==> src/rtl/core/quicksort_engine_defines.svh <==
// assertion macros for the quicksort engine
// used by quicksort_engine.sv; no other dependencies
`ifndef QUICKSORT_ENGINE_DEFINES_SVH
`define QUICKSORT_ENGINE_DEFINES_SVH

`ifndef SYNTHESIS

// clocked check, disabled while reset is asserted
`define QSE_ASSERT(label, clk, rst_n, prop) \
    label: assert property (@(posedge clk) disable iff (!rst_n) prop) \
        else $error("quicksort_engine: assertion failed");

// clocked check that also holds during reset
`define QSE_ASSERT_ALWAYS(label, clk, prop) \
    label: assert property (@(posedge clk) prop) \
        else $error("quicksort_engine: assertion failed");

`else

`define QSE_ASSERT(label, clk, rst_n, prop)
`define QSE_ASSERT_ALWAYS(label, clk, prop)

`endif

`endif

==> src/rtl/core/qse_pkg.sv <==
// shared types and constants of the quicksort engine
// no dependencies
`timescale 1ns / 1ps

package qse_pkg;

    // key and register port widths
    localparam int KEY_W      = 32;
    localparam int APB_DATA_W = 32;
    localparam int REG_ADDR_W = 3;

    // register index, taken from the word address bit
    localparam logic REG_IDX_DESCENDING = 1'b0;

    // one key slot: a held key or a key in flight between cells
    typedef struct packed {
        logic             valid;
        logic [KEY_W-1:0] key;
    } slot_t;

    // what every cell of the chain does in a cycle
    typedef enum logic [1:0] {
        OP_HOLD   = 2'd0,
        OP_INSERT = 2'd1,
        OP_SHIFT  = 2'd2
    } cell_op_t;

    typedef struct packed {
        cell_op_t op;
        logic     descending;
    } cell_ctrl_t;

endpackage

==> src/rtl/core/qse_cell.sv <==
// one cell of the sorting chain: holds one key, passes the loser of each
// compare to its right neighbor and takes its right neighbor's key on shift-out
// depends on qse_pkg
`timescale 1ns / 1ps

module qse_cell
(
    input  logic                clk,
    input  logic                rst_n,
    input  qse_pkg::cell_ctrl_t ctrl,
    input  qse_pkg::slot_t      cand_in,
    input  qse_pkg::slot_t      shift_in,
    output qse_pkg::slot_t      cand_out,
    output qse_pkg::slot_t      held
);

    logic                        held_valid_reg;
    logic                        held_valid_next;
    logic [qse_pkg::KEY_W-1:0]   held_key_reg;
    logic [qse_pkg::KEY_W-1:0]   held_key_next;
    logic                        cand_valid_reg;
    logic                        cand_valid_next;
    logic [qse_pkg::KEY_W-1:0]   cand_key_reg;
    logic [qse_pkg::KEY_W-1:0]   cand_key_next;
    logic                        cand_first;

    // incoming key goes ahead of the held key in the selected order
    assign cand_first = ctrl.descending ? (cand_in.key > held_key_reg)
                                        : (cand_in.key < held_key_reg);

    // on insert keep the earlier key, hand the other one on; on shift take shift_in
    always_comb
    begin
        held_valid_next = held_valid_reg;
        held_key_next   = held_key_reg;
        cand_valid_next = 1'b0;
        cand_key_next   = cand_in.key;
        case (ctrl.op)
            qse_pkg::OP_INSERT:
            begin
                if (cand_in.valid)
                begin
                    if (!held_valid_reg)
                    begin
                        held_valid_next = 1'b1;
                        held_key_next   = cand_in.key;
                    end
                    else if (cand_first)
                    begin
                        held_key_next   = cand_in.key;
                        cand_valid_next = 1'b1;
                        cand_key_next   = held_key_reg;
                    end
                    else
                    begin
                        cand_valid_next = 1'b1;
                    end
                end
            end
            qse_pkg::OP_SHIFT:
            begin
                held_valid_next = shift_in.valid;
                held_key_next   = shift_in.key;
            end
            qse_pkg::OP_HOLD:
            begin
                held_valid_next = held_valid_reg;
            end
            default:
            begin
                held_valid_next = held_valid_reg;
            end
        endcase
    end

    // valid bits
    always_ff @(posedge clk or negedge rst_n)
    begin
        if (!rst_n)
        begin
            held_valid_reg <= 1'b0;
            cand_valid_reg <= 1'b0;
        end
        else
        begin
            held_valid_reg <= held_valid_next;
            cand_valid_reg <= cand_valid_next;
        end
    end

    // key payload
    always_ff @(posedge clk)
    begin
        held_key_reg <= held_key_next;
        cand_key_reg <= cand_key_next;
    end

    assign held     = '{valid: held_valid_reg, key: held_key_reg};
    assign cand_out = '{valid: cand_valid_reg, key: cand_key_reg};

endmodule

==> config.mk <==
export PLATFORM = sky130hd
export DESIGN_NAME = qse_cell
export DESIGN_NICKNAME = d
export VERILOG_FILES = /design/src/rtl/core/quicksort_engine_defines.svh /design/src/rtl/core/qse_pkg.sv /design/src/rtl/core/qse_cell.sv
export SDC_FILE = /design/constraint.sdc
export NUM_CORES = 1
export LEC_CHECK = 0
export ABC_CLOCK_PERIOD_IN_PS = 4000
export BUFFER_PORTS_ARGS = -buffer_cell sky130_fd_sc_hd__buf_2
export CELL_PAD_IN_SITES_DETAIL_PLACEMENT = 0
export CELL_PAD_IN_SITES_GLOBAL_PLACEMENT = 2
export CORE_MARGIN = 2
export CORE_UTILIZATION = 31
export DETAILED_ROUTE_END_ITERATION = 8
export GPL_ROUTABILITY_DRIVEN = 0
export PLACE_DENSITY = 0.8
export SYNTH_ARGS = -nofsm -noshare
export SYNTH_HDL_FRONTEND = slang
export SYNTH_SLANG_ARGS = --single-unit
==> constraint.sdc <==
create_clock -name clk -period 4 [get_ports clk]
set_clock_uncertainty 0.2 [all_clocks]
set_input_delay 0.2 -clock clk [delete_from_list [all_inputs] [get_ports clk]]
set_output_delay 0.2 -clock clk [all_outputs]
set_load 0.005 [all_outputs]
==> impl_results.md, run 1 <==
- Total grt overflow: 0
- Slew @ Worst Pin: 1.06 ns
- Simple-gate share of the synthesized area: 5.14%
- Main combinational cell family by area after synthesis: multiplexers
- Pre-antenna DRT Iters: 4
- Total chip power: 1.72 mW
- RSZ-0062 raised after global routing: no
- Yosys top cell area share: 28.0%
- Clk_lat worst skew: 0.35 ns
- Initial DRC count: 48
- Fraction of layout cells with a size suffix above 1: 45.9%
- Setup ws final: 0.471 ns
- Final Slew Violations: 0
- P&R area growth vs syn: 50.5%
- Fmax: 0.283 GHz
- Post-Synth XOR/XNOR Area: 0%
- Synth Area in Compound Gates: 4.81%
- Peak supply drop: 0.188 mV
- Pleak: 2.43 nW
- Post-layout util: 47.7%
- Period utilization: 88.2%
- Slew headroom: 29.1%
- DP HPWL: 6330 um
- Placed inst area: 4280 um2
- Global-route wire length before repair: 13300 um
- Max Cap Viol: 0
- Status: completed
- Port Buffer Count: 136
- Synth Area in Adders: 11.7%
- Worst-path clk slew: 0.07 ns
- Die Width: 109 um
- Number of setup violations in the final report: 0
- Total core area: 10800 um2
- CP max FO: 9
- CP Class: in2reg
- CTS tree: built
- Final count of hold timing violations: 0
- Antenna violations before repair: 1
- Vias: 2742
- Tmin final: 3.53 ns
- Critical Path, Cell by Cell: dlygate4sd3_1 > buf_2 > ha_1 > a21oi_1 > nand2_1 > a221o_1 > or3_1 > a21oi_2 > mux2i_4 > buf_4 > mux2_4
- Buffer levels on the longest clock path: 2
- Count of standard-cell rows: 38
- Total Wirelength: 8750 um
- Worst setup SP type: input port
- Hold_ws: 0.0511 ns
- Syn Inst Count: 266
- Total negative setup slack: 0 ns
- Required @ worst endpoint: 4.03 ns
- CTS sink count: 66
- Setup Slack @ Placement: 0.597 ns
- Synth top area cells: edfxtp_1, dfxtp_1, mux2_4, ha_1, mux2_2
- Nets@finish: 579
- DIE AREA: 11900 um2
- Postcts setup bufs: 0
- Post-synthesis mux area share: 24.9%
- P per Cell Area: 333 nW/um2
- Via density: 4.41
- Slowest CP cell: dlygate4sd3_1
- Synth warn: 0
- Yosys cell types: 35
- Fin cells: 622
- Initial Util: 31.7%
- Top Ports: 137
- Post-route DRC violation count: 0
- Leading cell type in the layout, fill and taps excluded: buf_2
- Commonest cells after routing, fill and taps aside: buf_2, dlygate4sd3_1, mux2_2
- GRT Util Overall: 14.9%
- Worst Setup End Kind: flip-flop
- ANT nets after route: 0
- H-tree depth: 3
- Synth Cell Area: 3430 um2
- Post-route cell area: 5170 um2
- Average wire per standard cell: 14.1 um
- Total CTS buffers: 9
- CP peak stage delay: 0.53 ns
- Pin count of the biggest net entering global routing: 36
- Seq cells post-synth: 66
- Area leader, netlist: edfxtp_1
- Vias in the first global route: 2847
- Root Buffer: clkbuf_8
- Avg Cell Area, Syn: 12.9 um2
- Mapped Nets: 369
- Placed Cells incl. Taps: 537
- CP arrival: 3.56 ns
- Die height: 109 um
- Hold Crit Class: in2reg
- Post-synthesis sequential area ratio: 48.1%
-- final cells by class --
class	count	area (um2)
sequential	66	1650
fill	1003	5670
tap	140	175
inverter	32	120
multi-input combinational	159	1610
timing repair buffer	208	1400
clock buffer	13	159
antenna	1	2.50
clock inverter	3	40.0
-- where the power goes --
| part | total, mW | switching, mW | internal [mW] |
|---|---|---|---|
| clock network | 0.572 | 0.252 | 0.321 |
| registers | 0.797 | 0.0283 | 0.769 |
| logic | 0.351 | 0.145 | 0.206 |
-- cells by family (layout without fill, tap and decap cells) --
| logic type | count (synthesis) | in the layout |
|---|---|---|
| other | 0 | 1 |
| adders and majority gates | 32 | 32 |
| DFF | 66 | 66 |
| and+or+nand+nor | 35 | 35 |
| buffers and inverters | 41 | 256 |
| muxes | 66 | 66 |
| AOI/OAI and AO/OA | 26 | 26 |
-- layer usage --
metal	share of wire, %	vias to the layer above	GRT usage (%)
li1	-	1375	-
met1	42	1265	16.0
met2	51	92	27.8
met3	6.5	10	4.18
met4	1.1	0	5.15
met5	0	-	0
-- synthesized netlist by cell type --
master / count
and2_1: 1
o21ai_0: 4
nor2b_1: 2
nand2_1: 12
buf_1: 2
or3_1: 1
a21oi_1: 12
o211ai_1: 1
nand4_1: 6
o211a_1: 1
a221o_1: 1
a21o_1: 2
buf_6: 3
inv_1: 32
nor2_1: 3
mux2_2: 33
nor4_1: 2
nor3b_1: 1
mux2i_2: 1
mux2_4: 30
nand3_1: 5
a21oi_2: 1
buf_4: 2
dfrtp_1: 2
nand2b_1: 1
a221oi_1: 1
or2_2: 1
o21a_1: 1
edfxtp_1: 32
a211o_1: 1
mux2i_1: 2
clkbuf_1: 2
dfxtp_1: 32
ha_1: 32
a2111oi_0: 1
-- critical path: cells and delay by family --
kind / cells / cell delay [ns]
AO/OA/AOI/OAI: 3 / 0.78
adder cells (fa/ha/maj): 1 / 0.33
multiplexers: 2 / 0.79
AND/OR/NAND/NOR: 2 / 0.48
buffers and inverters: 3 / 0.97
-- worst paths after layout --
check | slack [ns] | start | cells after the start | endpoint
max in group asynchronous | 2.98 | rst_n | 3 | held_valid_reg$_DFFE_PN0P_
min reg2reg | 0.33 | held_key_reg[7]$_DFFE_PP_ | 1 | cand_key_reg[7]$_DFF_P_
min | 0.05 | ctrl[2] | 3 | cand_valid_reg$_DFF_PN0_
max | 0.47 | cand_in[14] | 11 | cand_key_reg[11]$_DFF_P_
min in group asynchronous | 0.50 | rst_n | 3 | cand_valid_reg$_DFF_PN0_
max reg2reg | 0.59 | held_key_reg[14]$_DFFE_PP_ | 10 | cand_key_reg[11]$_DFF_P_
-- what timing repair did --
item / 4_1_cts / 5_1_grt
endpoints found under the hold margin: 67 / 0
endpoints found under the setup margin: 0 / 0
gates resized for setup: 0 / 0
hold buffers: 68 / 0
No activity file was read; power rests on OpenSTA's default activity.
==> run 2: changes to the inputs <==
--- a/config.mk
+++ b/config.mk
@@ -5,7 +5,7 @@
 export SDC_FILE = /design/constraint.sdc
 export NUM_CORES = 1
 export LEC_CHECK = 0
-export ABC_CLOCK_PERIOD_IN_PS = 4000
+export ABC_CLOCK_PERIOD_IN_PS = 3380
 export BUFFER_PORTS_ARGS = -buffer_cell sky130_fd_sc_hd__buf_2
 export CELL_PAD_IN_SITES_DETAIL_PLACEMENT = 0
 export CELL_PAD_IN_SITES_GLOBAL_PLACEMENT = 2
==> constraint.sdc (replaced) <==
create_clock -name clk -period 3.38 [get_ports clk]
set_clock_uncertainty 0.2 [all_clocks]
set_input_delay 0.169 -clock clk [delete_from_list [all_inputs] [get_ports clk]]
set_output_delay 0.169 -clock clk [all_outputs]
set_load 0.005 [all_outputs]
==> impl_results.md, run 2 (synthesis gave the netlist of run 1 again) <==
- Status: completed
- Fmax: 0.304 GHz
- Pleak: 2.48 nW (+2.0%)
- Fraction of layout cells with a size suffix above 1: 46.9% (+0.97 points)
- Final Slew Violations: 0 (unchanged)
- DIE AREA: 11900 um2 (unchanged)
- Commonest cells after routing, fill and taps aside: buf_2, dlygate4sd3_1, mux2_2
- Final count of hold timing violations: 0 (unchanged)
- Worst-path clk slew: 0.07 ns (about the same)
- Period utilization: 97.2%
- CTS sink count: 66 (unchanged)
- Count of standard-cell rows: 38 (unchanged)
- Port Buffer Count: 136 (unchanged)
- Top Ports: 137 (unchanged)
- Pre-antenna DRT Iters: 4 (unchanged)
- Total negative setup slack: 0 ns (unchanged)
- Vias in the first global route: 2792 (-1.9%)
- Antenna violations before repair: 0 (-1)
- CP Class: in2reg
- P per Cell Area: 385 nW/um2 (+16%)
- Crit path buf inv count: 4 (+1)
- CP max FO: 10 (+1)
- Total Wirelength: 8960 um (+2.4%)
- Number of setup violations in the final report: 0 (unchanged)
- Required @ worst endpoint: 3.40 ns (-0.63 ns)
- Hold Crit Class: in2reg
- Die height: 109 um (unchanged)
- Buffer levels on the longest clock path: 2 (unchanged)
- ANT nets after route: 0 (unchanged)
- Max Cap Viol: 0 (unchanged)
- Most numerous cell on the critical path: buf_12
- Slowest CP cell: dlygate4sd3_1
- Worst setup SP type: input port
- Die Width: 109 um (unchanged)
- Slew headroom: 63.1% (+34 points)
- Pin count of the biggest net entering global routing: 20 (-44%)
- DP HPWL: 6380 um (+0.89%)
- Total grt overflow: 0 (unchanged)
- P&R area growth vs syn: 54.7%
- Initial Util: 31.7% (unchanged)
- Total core area: 10800 um2 (unchanged)
- Worst Setup End Kind: flip-flop
- Via density: 4.46 (+1.3%)
- Slew @ Worst Pin: 0.553 ns (-0.509 ns)
- Initial DRC count: 60 (+25%)
- Post-route cell area: 5310 um2 (+2.8%)
- Post-route DRC violation count: 0 (unchanged)
- Leading cell type in the layout, fill and taps excluded: buf_2
- Nets@finish: 584 (+0.86%)
- Total chip power: 2.05 mW (+19%)
- Tmin final: 3.29 ns
- Average wire per standard cell: 14.3 um (+1.7%)
- H-tree depth: 3 (unchanged)
- CP peak stage delay: 0.53 ns (about the same)
- Peak supply drop: 0.177 mV (-5.9%)
- Global-route wire length before repair: 13100 um (-0.94%)
- Placed inst area: 4330 um2 (+1.1%)
- CTS tree: built
- CP arrival: 3.31 ns (-0.25 ns)
- GRT Util Overall: 14.6% (-0.31 points)
- Vias: 2795 (+1.9%)
- Total CTS buffers: 9 (unchanged)
- Critical Path, Cell by Cell: dlygate4sd3_1 > buf_2 > ha_1 > a21oi_1 > o21ai_0 > a221o_1 > or3_1 > a21oi_4 > mux2i_4 > buf_12 > buf_12 > mux2_2
- Ant. Diodes: 0 (-1)
- Root Buffer: clkbuf_8
- Delay-heaviest family, CP: buffers and inverters
- Clk_lat worst skew: 0.34 ns (about the same)
==> run 2: cell types whose count changed in the layout (fill, tap and decap cells not counted) <==
cell	previous run	this run
buf_4	3	1
buf_12	1	5
diode_2	1	0
a21oi_2	1	0
a21oi_4	0	1
clkinvlp_4	0	2
clkbuf_1	2	1
clkbuf_16	0	3
a211o_1	1	0
a211o_2	0	1
clkbuf_8	11	10
==> run 2: repair_timing <==
action	4_1_cts	5_1_grt
endpoints found under the setup margin	0	49
endpoints found under the hold margin	67	0
setup buffers	0	1
hold buffers	68	0
resized for setup	0	2
==> run 2: per-stage QoR <==
step / hold slack [ns] / setup WS, ns / util, % / instances
finish: 0.0480 / 0.0944 / 49.0 / 626
global route: 0.0749 / -0.00690 / 49.0 / 626
CTS: 0.0637 / 0.0487 / 48.0 / 622
detailed placement: -0.242 / 0.158 / 39.9 / 538
global placement: -0.246 / 0.199 / 39.9 / 538
floorplan: -0.327 / 0.0449 / - / 266
==> run 2: worst reg2reg max path, delay by kind of cell (launching register included) <==
kind | cells | cell delay [ns]
simple gates | 1 | 0.43
flops | 1 | 0.40
fa+ha+maj | 1 | 0.24
buf+inv | 3 | 0.38
compound gates | 4 | 0.80
mux | 2 | 0.62
==> run 2: where the power goes <==
group | leakage (nW) | switching (mW) | internal [mW]
registers | 0.599 | 0.0328 | 0.910
clock network | 0.0953 | 0.301 | 0.358
logic | 1.79 | 0.181 | 0.263
==> run 2: path summary, 6_finish.rpt <==
kind                                            startpoint                    endpoint  slack (ns)  cells past startpoint
worst min register to register  held_key_reg[24]$_DFFE_PP_    cand_key_reg[24]$_DFF_P_        0.33                      1
worst min-delay path                               ctrl[2]    cand_valid_reg$_DFF_PN0_        0.05                      3
min in group asynchronous                            rst_n    cand_valid_reg$_DFF_PN0_        0.48                      3
worst max register to register   held_key_reg[7]$_DFFE_PP_     cand_key_reg[0]$_DFF_P_        0.19                     11
max in group asynchronous                            rst_n  held_valid_reg$_DFFE_PN0P_        2.38                      3
worst max-delay path                            cand_in[7]     cand_key_reg[0]$_DFF_P_        0.09                     12
==> run 2: routing by layer <==
metal	track usage [%]	up-vias	wire length (um)
met1	16.9	1303	3860
met5	0	-	0
li1	-	1387	-
met4	3.35	0	96
met3	4.30	8	545
met2	26.3	97	4450
==> run 2: cell type report <==
type / count / area [um2]
timing repair buffer: 213 / 1540
multi-input combinational: 159 / 1620
sequential: 66 / 1650
fill: 1010 / 5530
inverter: 32 / 120
clock buffer: 11 / 141
tap: 140 / 175
clock inverter: 5 / 55.1
==> run 3: changes to the inputs <==
--- a/config.mk
+++ b/config.mk
@@ -5,12 +5,13 @@
 export SDC_FILE = /design/constraint.sdc
 export NUM_CORES = 1
 export LEC_CHECK = 0
-export ABC_CLOCK_PERIOD_IN_PS = 3380
+export ABC_CLOCK_PERIOD_IN_PS = 3300
 export BUFFER_PORTS_ARGS = -buffer_cell sky130_fd_sc_hd__buf_2
 export CELL_PAD_IN_SITES_DETAIL_PLACEMENT = 0
 export CELL_PAD_IN_SITES_GLOBAL_PLACEMENT = 2
 export CORE_MARGIN = 2
 export CORE_UTILIZATION = 31
+export CTS_CLUSTER_DIAMETER = 40
 export DETAILED_ROUTE_END_ITERATION = 8
 export GPL_ROUTABILITY_DRIVEN = 0
 export PLACE_DENSITY = 0.8
==> constraint.sdc (replaced) <==
create_clock -name clk -period 3.3 [get_ports clk]
set_clock_uncertainty 0.2 [all_clocks]
set_input_delay 0.165 -clock clk [delete_from_list [all_inputs] [get_ports clk]]
set_output_delay 0.165 -clock clk [all_outputs]
set_load 0.005 [all_outputs]
==> impl_results.md, run 3 (synthesis gave the netlist of run 1 again) <==
- Status: completed
- Placed inst area: 4320 um2 (-0.20%)
- Post-route cell area: 5260 um2 (-0.90%)
- Reg2reg path depth: 11 (unchanged)
- Number of setup violations in the final report: 0 (unchanged)
- Die Width: 109 um (unchanged)
- Average wire per standard cell: 14.0 um (-2.4%)
- Slew headroom: 67.3% (+4.2 points)
- H-tree depth: 3 (unchanged)
- Total negative setup slack: 0 ns (unchanged)
- Post-route DRC violation count: 0 (unchanged)
- CP peak stage delay: 0.53 ns (about the same)
- Final Slew Violations: 0 (unchanged)
- Pin count of the biggest net entering global routing: 20 (unchanged)
- Tmin final: 3.20 ns
- CP max FO: 9 (-1)
- Total CTS buffers: 9 (unchanged)
- Top Ports: 137 (unchanged)
- Leading cell type in the layout, fill and taps excluded: buf_2
- Fmax: 0.312 GHz
- CTS tree: built
- Worst setup SP type: input port
- Initial Util: 31.7% (unchanged)
- CP arrival: 3.23 ns (-0.08 ns)
- Root Buffer: clkbuf_8
- Worst-path clk slew: 0.07 ns (about the same)
- Ant. Diodes: 0 (unchanged)
- Placed Cells incl. Taps: 540 (+0.37%)
- P per Cell Area: 375 nW/um2 (-2.7%)
- Via density: 4.32 (-3.1%)
- CTS sink count: 66 (unchanged)
- Vias: 2716 (-2.8%)
- Hold-critical path depth: 3 (unchanged)
- DIE AREA: 11900 um2 (unchanged)
- P&R area growth vs syn: 53.3%
- Hold_ws: 0.0251 ns (-0.0229 ns)
- Total chip power: 1.97 mW (-3.5%)
- R2R Setup Slk: 0.18 ns (about the same)
- Antenna violations before repair: 0 (unchanged)
- Fin cells: 628 (+0.32%)
- Fraction of layout cells with a size suffix above 1: 46.5% (-0.40 points)
- Commonest cells after routing, fill and taps aside: buf_2, dlygate4sd3_1, mux2_2
- Global-route wire length before repair: 13000 um (-1.3%)
- Initial DRC count: 61 (+1.7%)
- Peak supply drop: 0.178 mV (+0.77%)
- CP Class: in2reg
- Critical Path, Cell by Cell: dlygate4sd3_1 > buf_2 > ha_1 > a21oi_1 > nand2_1 > a221o_1 > or3_1 > a21oi_4 > mux2i_4 > buf_12 > clkbuf_16 > mux2_4
- Count of standard-cell rows: 38 (unchanged)
- Pleak: 2.47 nW (-0.68%)
- Max Cap Viol: 0 (unchanged)
- Port Buffer Count: 136 (unchanged)
- Required @ worst endpoint: 3.33 ns (-0.07 ns)
- Total grt overflow: 0 (unchanged)
- Total Wirelength: 8770 um (-2.1%)
- Die height: 109 um (unchanged)
- Vias in the first global route: 2726 (-2.4%)
- Hold Crit Class: in2reg
- GRT Util Overall: 14.6% (about the same)
- Pre-antenna DRT Iters: 4 (unchanged)
- Total core area: 10800 um2 (unchanged)
- Slowest CP cell: dlygate4sd3_1
- Buffer levels on the longest clock path: 2 (unchanged)
- Clk_lat worst skew: 0.34 ns (about the same)
- DP HPWL: 6320 um (-1.1%)
- RSZ-0062 raised after global routing: no
- Fillers: 1020 (+0.99%)
- Slew @ Worst Pin: 0.490 ns (-0.0626 ns)
- Worst Setup End Kind: flip-flop
- ANT nets after route: 0 (unchanged)
- Period utilization: 97.1%
- Final count of hold timing violations: 0 (unchanged)
- Nets@finish: 586 (+0.34%)
-- run 3: worst max-delay path: cells and delay by family --
kind	cells	cell delay [ns]
buffers and inverters	4	0.99
muxes	2	0.57
and+or+nand+nor	2	0.48
adders and majority gates	1	0.32
AOI/OAI and AO/OA	3	0.69
-- run 3: what timing repair did --
| action | 4_1_cts | 5_1_grt |
|---|---|---|
| hold endpoints to repair | 67 | 0 |
| gates resized for setup | 0 | 7 |
| hold buffers | 69 | 0 |
| setup buffers | 0 | 1 |
| endpoints found under the setup margin | 0 | 64 |
-- run 3: worst paths after layout --
kind,from,to
worst max-delay path,cand_in[14],cand_key_reg[3]$_DFF_P_
worst min-delay path,ctrl[2],cand_valid_reg$_DFF_PN0_
worst max register to register,held_key_reg[14]$_DFFE_PP_,cand_key_reg[3]$_DFF_P_
worst min register to register,held_key_reg[7]$_DFFE_PP_,cand_key_reg[7]$_DFF_P_
max in group asynchronous,rst_n,held_valid_reg$_DFFE_PN0P_
min in group asynchronous,rst_n,cand_valid_reg$_DFF_PN0_
-- run 3: layout make-up --
type	count	area (um2)	area share (%)
clock buffer	12	135	2.57
clock inverter	4	18.8	0.357
inverter	32	120	2.28
multi-input combinational	159	1630	30.9
sequential	66	1650	31.4
tap	140	175	3.33
timing repair buffer	215	1540	29.2
-- run 3: per-layer routing --
| layer | track usage (%) | routed length (um) | share of wire [%] |
|---|---|---|---|
| met1 | 17.0 | 3930 | 45 |
| met2 | 25.6 | 4280 | 49 |
| met3 | 3.95 | 485 | 5.5 |
| met4 | 5.15 | 72 | 0.82 |
| met5 | 0 | 0 | 0 |
-- run 3: stage by stage --
stage	util [%]	setup WS [ns]
after floorplan	-	0.256
after global placement	39.9	0.0608
after detailed placement	39.9	0.0456
after CTS	47.6	0.00971
after global routing	48.5	0.0103
final	48.5	0.0961
-- run 3: power breakdown --
group | leakage (nW) | total [mW] | internal, mW | switching (mW)
clock network | 0.0816 | 0.562 | 0.267 | 0.295
logic | 1.79 | 0.446 | 0.265 | 0.181
registers | 0.599 | 0.965 | 0.932 | 0.0331
